File: src/hw/rtl/ahcp_ram.sv
`default_nettype none
module ahcp_ram #(
	parameter int WIDTH = 8,
	parameter int DEPTH = 16,
	localparam int AW = $clog2(DEPTH)
) (
	input  wire logic             clk,
	input  wire logic             we,
	input  wire logic [AW-1:0]    waddr,
	input  wire logic [WIDTH-1:0] wdata,
	input  wire logic             re,
	input  wire logic [AW-1:0]    raddr,
	output logic      [WIDTH-1:0] rdata
);

	logic [WIDTH-1:0] mem [DEPTH];

	always_ff @(posedge clk) begin
		if (we) begin
			mem[waddr] <= wdata;
		end
		if (re) begin
			rdata <= mem[raddr];
		end
	end

endmodule
`default_nettype wire

File: config.mk
export PLATFORM = sky130hd
export DESIGN_NAME = ahcp_ram
export DESIGN_NICKNAME = d
export VERILOG_FILES = /design/src/hw/rtl/ahcp_ram.sv
export SDC_FILE = /design/constraint.sdc
export NUM_CORES = 1
export LEC_CHECK = 0
export BUFFER_PORTS_ARGS = -buffer_cell sky130_fd_sc_hd__buf_2
export CAP_MARGIN = 20
export CELL_PAD_IN_SITES_DETAIL_PLACEMENT = 0
export CELL_PAD_IN_SITES_GLOBAL_PLACEMENT = 1
export CORE_AREA = 3 3 120 122
export CTS_BUF_LIST = sky130_fd_sc_hd__clkbuf_8
export DETAILED_ROUTE_END_ITERATION = 6
export DIE_AREA = 0 0 123 125
export HOLD_SLACK_MARGIN = 0.15
export PLACE_DENSITY = 0.71
export SLEW_MARGIN = 15
export SYNTH_ARGS = -nofsm -noshare
export SYNTH_HDL_FRONTEND = slang
export SYNTH_SLANG_ARGS = --single-unit
File: constraint.sdc
create_clock -name clk -period 2 [get_ports clk]
set_clock_uncertainty 0.15 [all_clocks]
set_input_delay 0.1 -clock clk [delete_from_list [all_inputs] [get_ports clk]]
set_output_delay 0.1 -clock clk [all_outputs]
set_load 0.02 [all_outputs]
# After elaboration in Yosys (flattened, before gate mapping)
# Memory sizes are Yosys's and may differ from the RTL's. A register that Yosys moved wholly into a read port is not among the register bits.
# Cells that the tools add are included.
# totals
memories	1
mem_bits_rw	128
regBits	0
# mem_list
memory	depth	width	rd	rd_ports_with_merged_regs	wr	line	source
mem	16	8	1	1	1	16	logic [WIDTH-1:0] mem [DEPTH];
# classes
n_mux	2
# ops
operator	count
two-way mux 1 bit	2

# Logic depth before layout (Yosys ltp)
# Gate-level depths: netlist of run 1.
# depth
ltp_word	2
mapped_depth	5

# Worst setup path before layout of run 1
# OpenSTA, ideal clock, no wires.
# synth_timing
path_type	input to register
from	input port waddr[2]
to	memory mem[0][0], enable pin
path_buffers	0
arrival_time_ps	1210
slack_ps	257
path_stages	2
setup_time_ps	383
path_cell_list	or3b_2 -> nor3_1
# synth_lines
item	line	source
start, declared	9	input wire logic [AW-1:0] waddr,
end, declared	16	
# Straight into the memory's write port.

# Worst setup path after layout of run 1
# layout_timing
from	input port waddr[3]
to	memory mem[4][0], enable pin
# Straight into the memory's write port.

==> impl_results.md, run 1 <==
- Post-Syn Area: 0.00523 mm²
- EDFF count, synth: 136
- Total power: 5.59 mW
- Post-synth top cells: edfxtp_1 (136), mux4_2 (18), a22oi_1 (16)
- Fraction of layout cells with a size suffix above 1: 28.8%
- Fraction of registers with async set/reset: 0%
- F_max: 517 MHz
- P_leak: 2.08 nW
- Sequential share of power: 57.7%
- Setup TNS: 0 ns
- Hold path endpoint: rdata[1]$_DFFE_PP_
- Yosys warns: 0
- Clock sink total: 136
- GP Congestion: 0.713
- HP Start: raddr[2]
- Period minus WS final: 1.93 ns
- Worst path most repeated cell: dlygate4sd3_1
- Clk Latency, worst-skew pair: 0.42 ns
- Synth Net Count: 248
- Yosys reg bits: 136
- Worst setup path class: in2reg
- Synth top area share: 78.1%
- Depth of the CTS H-tree: 4
- Root buf cell: clkbuf_8
- TritonCTS buffer count: 17
- Cell family with most CP delay: buffers and inverters
- WP data required: 1.97 ns
- Row count: 42
- First-pass GRT wire length: 16.3 mm
- Total global-route track usage: 14.8%
- IO Count: 27
- Initial Utilization: 39.3%
- PwrDens: 904 mW/mm²
- CP arrival: 1.90 ns
- P_int: 4.42 mW
- Wire per inst: 21.6 µm
- CTS tree: done
- Die ar.: 0.0154 mm²
- Synth Flop Type: edfxtp_1
- Post-DR vias/cell: 5.25
- Clk pwr share: 36.3%
- Sw Share: 20.9%
- Status: finished clean
- DR pass1 iterations: 5
- Max Root-Sink Buffers: 2
- Most frequent cell after synthesis: edfxtp_1
- Hold Fails Final Rpt: 0
- CP Capture Type: flop
- Worst Tran Pin Value: 0.452 ns
- Non-filler cells, final: 489
- Combinational Power Share: 6.0%
- Post-CTS Setup Inserts: 0
- Post-Syn Instances: 229
- Final-report max-slew violation count: 0
- Maximum VDD drop: 0.360 mV
- Critical path's slowest cell: dlygate4sd3_1
- Final wirelength: 10.6 mm
- I/O Buffers: 26
- CTS clk-pin slew, worst paths: 0.07 ns
- Mean Syn Cell Area: 22.8 µm²
- FF-to-FF path depth: 3
- DPL Wire Length: 6.71 mm
- Distinct cell type count of the synthesized netlist: 18
- Crit path largest cell delay: 0.57 ns
- Cts-stage hold buffer count: 15
- Area contributors post-synth: edfxtp_1 (78%), mux4_2 (7.8%), mux4_1 (7.0%)
- Vias: 2565
- Post-route ant nets: 0
- DRT iter0 DRCs: 303
- Worst-path cell chain: dlygate4sd3_1 -> buf_2 -> nand3b_1 -> nor3_1 -> dlygate4sd3_1 -> buf_4
- Fin crit share: 96.6%
- Critical R2R Launch: mem[3][4]$_DFFE_PP_
- Fill count: 1105
- Largest net degree at the start of global routing: 33
- Worst hold path stage count: 5
- Worst r2r dst: rdata[4]$_DFFE_PP_
- NumNets Final: 319
- Min-Delay Path Class: in2reg
- FF-to-FF setup slack: 0.35 ns
- Slew HR: 69.9%
- Die Y: 125 µm
- Die X: 123 µm
- Grt ovf: 0
- RSZ-0062 raised after global routing: no
- Post-CTS sizing: 0
- Worst path bufs/invs: 4
- P&R area growth vs syn: 18.2%
- Switch Pwr: 1.17 mW
- Antenna violations before repair: 0
- Max Cap Viol: 0
- Placed Cells incl. Taps: 442
- Sequential area share after synthesis: 78.1%
- ANT cells: 0
- Final setup fails: 0
- Vias in the first global route: 2749
- Area leader, netlist: edfxtp_1
- Max Fanout on Critical Path: 8
- Startpoint types: input port
- Core Area: 0.0133 mm²
- Residual DRC: 0
-- power groups by stage --
stage | clock, mW | sequential [mW] | combinational, mW
final | 2.03 | 3.22 | 0.337
after global routing | 2.20 | 3.23 | 0.367
after CTS | 2.06 | 3.23 | 0.342
after detailed placement | 0 | 3.29 | 0.321
after global placement | 0 | 3.28 | 0.312
after floorplan | 0 | 3.30 | 0.162
-- placed cells by master (no fill, tap or decap) --
cell	count
clkbuf_8	17
clkinvlp_4	2
mux4_1	14
buf_12	2
nand2_1	9
buf_2	26
nor2_1	13
and2b_1	1
mux4_2	18
and2_1	1
edfxtp_1	136
a22oi_1	16
nand3b_1	2
nand3_1	1
nor3_1	4
buf_4	19
inv_1	3
nor2b_1	1
bufinv_16	2
or3b_2	1
clkinv_1	5
nand2b_1	2
dlygate4sd3_1	15
clkinv_2	3
-- routing by layer --
layer	part of all wire, %	vias up	track usage (%)
met4	1.1	0	4.17
met1	48	1368	22.0
met5	0	-	0
li1	-	1120	-
met2	48	59	21.6
met3	3.7	18	3.88
-- how the worst max path moves through the flow --
stage | startpoint | to | slack [ns] | cells after the start
after detailed placement | raddr[0] | rdata[3]$_DFFE_PP_ | 0.18 | 5
final | waddr[3] | mem[4][0]$_DFFE_PP_ | 0.07 | 6
after global placement | raddr[0] | rdata[3]$_DFFE_PP_ | 0.18 | 5
after floorplan | waddr[2] | mem[0][0]$_DFFE_PP_ | 0.26 | 2
after global routing | waddr[3] | mem[4][4]$_DFFE_PP_ | 0.008 | 6
after CTS | waddr[3] | mem[4][4]$_DFFE_PP_ | 0.10 | 6
-- layout make-up --
type                            count  area (µm²)  area share [%]
Sequential cell                   136        4080            66.1
Timing Repair Buffer               62         463            7.49
Clock inverter                     15         120            1.94
Multi-Input combinational cell     83        1060            17.1
Clock buffer                       17         234            3.79
Tap cell                          176         220            3.56
-- through the flow --
stage / setup WS, ns / instance area, µm² / util [%] / hold WS [ns]
final: 0.0670 / 6180 / 46.5 / 0.200
after CTS: 0.105 / 6180 / 46.5 / 0.191
after global routing: 0.00774 / 6180 / 46.5 / 0.210
after detailed placement: 0.181 / 5670 / 42.7 / 0.330
after global placement: 0.180 / 5670 / 42.7 / 0.334
after floorplan: 0.257 / 5230 / - / 0.0489
-- worst reg2reg max path: stages, from the launching register on --
cell      delay (ns)
edfxtp_1        0.38
mux4_2          0.48
a22oi_1         0.30
nand2_1         0.08
-- logic make-up (layout without fill, tap and decap cells) --
kind of cell,Yosys count,in the layout,synth area share [%]
and+or+nand+nor,35,35,3.14
DFF,136,136,78.1
muxes,32,32,14.8
buffers and inverters,10,94,1.65
AOI/OAI and AO/OA,16,16,2.30
-- sequential cells by signal, summed over array words and instances, names as in the netlist --
name,count
mem,128
rdata,8
No activity file was read; power rests on OpenSTA's default activity.
==> run 2: changes to the inputs <==
--- a/config.mk
+++ b/config.mk
@@ -15,6 +15,7 @@
 export DIE_AREA = 0 0 123 125
 export HOLD_SLACK_MARGIN = 0.15
 export PLACE_DENSITY = 0.71
+export RECOVER_POWER = 100
 export SLEW_MARGIN = 15
 export SYNTH_ARGS = -nofsm -noshare
 export SYNTH_HDL_FRONTEND = slang
==> run 2 against run 1 <==
  * Worst setup slack lost 0.0098 ns
  * Critical path depth is the same
  * Non-clock buffer count is the same
  * Global-route usage unchanged
  * Core utilization shrank 0.55 points
  * Routed wire length fell by 0.13%
  * Final cell count unchanged
  * Largest power group unchanged
  * Worst hold slack better by 0.0063 ns
  * Flip-flop and latch count is the same
  * Sequential share of layout area rose by 0.79 points
  * Register-to-register slack improved by 0.02 ns
==> impl_results.md, run 2 (synthesis gave the netlist of run 1 again) <==
- Status: finished clean
- Largest register by flop count: mem
- Largest registers: mem x128, rdata x8
- Final wirelength: 10.6 mm
- Final-report max-slew violation count: 0
- Row count: 42
- Clk Latency, worst-skew pair: 0.42 ns
- Clock sink total: 136
- Worst path most repeated cell: dlygate4sd3_1
- P&R area growth vs syn: 16.8%
- Placed Cells incl. Taps: 442
- Critical R2R Launch: mem[9][3]$_DFFE_PP_
- Worst path bufs/invs: 4
- Post-CTS sizing: 0
- Switch Pwr: 1.16 mW
- Max Cap Viol: 0
- Setup ws final: 0.0572 ns
- CTS clk-pin slew, worst paths: 0.07 ns
- RSZ-0062 raised after global routing: no
- Worst Tran Pin Value: 0.738 ns
- Vias in the first global route: 2749
- Most common cell after layout, fill and taps aside: edfxtp_1
- WP data required: 1.97 ns
- P_int: 4.41 mW
- Sw Share: 20.8%
- DR pass1 iterations: 5
- Max reg flops: 128
- Die Y: 125 µm
- Depth of the CTS H-tree: 4
- Max Fanout on Critical Path: 8
- Sequential share of power: 57.9%
- Combinational Power Share: 5.8%
- Initial Utilization: 39.3%
- Maximum VDD drop: 0.360 mV
- Setup TNS: 0 ns
- IO Count: 27
- HP Start: raddr[2]
- GP Congestion: 0.713
- Post-CTS Setup Inserts: 0
- Core Area: 0.0133 mm²
- Startpoint types: input port
- CP startpoint: waddr[3]
- Vias: 2542
- DPL Wire Length: 6.71 mm
- Most frequent cells in the layout: edfxtp_1 (136), clkbuf_1 (28), mux4_2 (18), clkbuf_8 (17), a22oi_1 (16)
- CP arrival: 1.91 ns
- Root buf cell: clkbuf_8
- Hold Fails Final Rpt: 0
- CTS tree: done
- Grt ovf: 0
- Critical path's slowest cell: dlygate4sd3_1
- Cell family with most CP delay: buffers and inverters
- Largest net degree at the start of global routing: 33
- I/O Buffers: 26
- Min-Delay Path Class: in2reg
- Setup WS pre-CTS: 0.181 ns
- Period minus WS final: 1.94 ns
- NumNets Final: 319
- Residual DRC: 0
- Total power: 5.57 mW
- Final Core Density: 45.9%
- P_leak: 1.98 nW
- PwrDens: 912 mW/mm²
- F_max: 515 MHz
- Fraction of layout cells with a size suffix above 1: 19.8%
- Fin crit share: 97.1%
- Worst setup path class: in2reg
- Non-filler cells, final: 489
- Fill count: 1128
- ANT cells: 0
- Worst-path cell chain: dlygate4sd3_1 -> buf_2 -> nand3b_1 -> nor3_1 -> dlygate4sd3_1 -> buf_4
- Post-DR vias/cell: 5.20
- CP Capture Type: flop
- TritonCTS buffer count: 17
- Antenna violations before repair: 0
- Post-route ant nets: 0
- First-pass GRT wire length: 16.3 mm
- Wire per inst: 21.6 µm
- Max Root-Sink Buffers: 2
- Total global-route track usage: 14.8%
- Final setup fails: 0
- Clk pwr share: 36.2%
- DRT iter0 DRCs: 322
- Crit path largest cell delay: 0.57 ns
- Die ar.: 0.0154 mm²
- Die X: 123 µm
- Slew HR: 50.8%
run 2: cell types whose count changed in the layout (fill, tap and decap cells not counted), sizes merged:
cell,previous run,this run
clkbuf,17,51
buf,47,13
run 2: worst reg2reg max path, stage by stage, from the launching register on:
cell      delay, ns
edfxtp_1       0.35
mux4_1         0.52
a22oi_1        0.21
nand2_1        0.14
run 2: what timing repair did:
| item | CTS | global route |
|---|---|---|
| hold buffers | 15 | 0 |
| endpoints found under the setup margin | 0 | 0 |
| hold endpoints to repair | 177 | 0 |
run 2: final timing paths:
check,endpoint,slack [ns],depth (start not counted)
worst min-delay path,rdata[1]$_DFFE_PP_,0.21,5
worst max register to register,rdata[3]$_DFFE_PP_,0.37,3
worst max-delay path,mem[4][0]$_DFFE_PP_,0.06,6
worst min register to register,rdata[2]$_DFFE_PP_,0.61,3
run 2: cell type report:
cell class              instances  area [µm²]  share of cell area, %
clock inverters                15         120                   1.97
well taps                     176         220                   3.61
clock buffers                  17         234                   3.83
repair buffers                 62         390                   6.39
flip-flops and latches        136        4080                   66.9
multi-input cells              83        1060                   17.3
run 2: metal layers:
layer,up-vias,wire length (µm),GRT usage [%]
met5,-,0,0
met4,0,42,4.17
met3,4,591,3.88
met2,72,5200,21.6
met1,1344,4730,22.0
li1,1122,-,-
run 2: stage by stage:
step / hold slack (ns) / instance area, µm²
CTS: 0.191 / 6180
global route: 0.210 / 6110
floorplan: 0.0489 / 5230
detailed placement: 0.330 / 5670
finish: 0.207 / 6110
global placement: 0.334 / 5670
run 2: power groups by stage:
stage	sequential [mW]	clock, mW	combinational (mW)
after floorplan	3.30	0	0.162
after global placement	3.28	0	0.312
after detailed placement	3.29	0	0.321
after CTS	3.23	2.06	0.342
after global routing	3.23	2.20	0.357
final	3.23	2.02	0.324
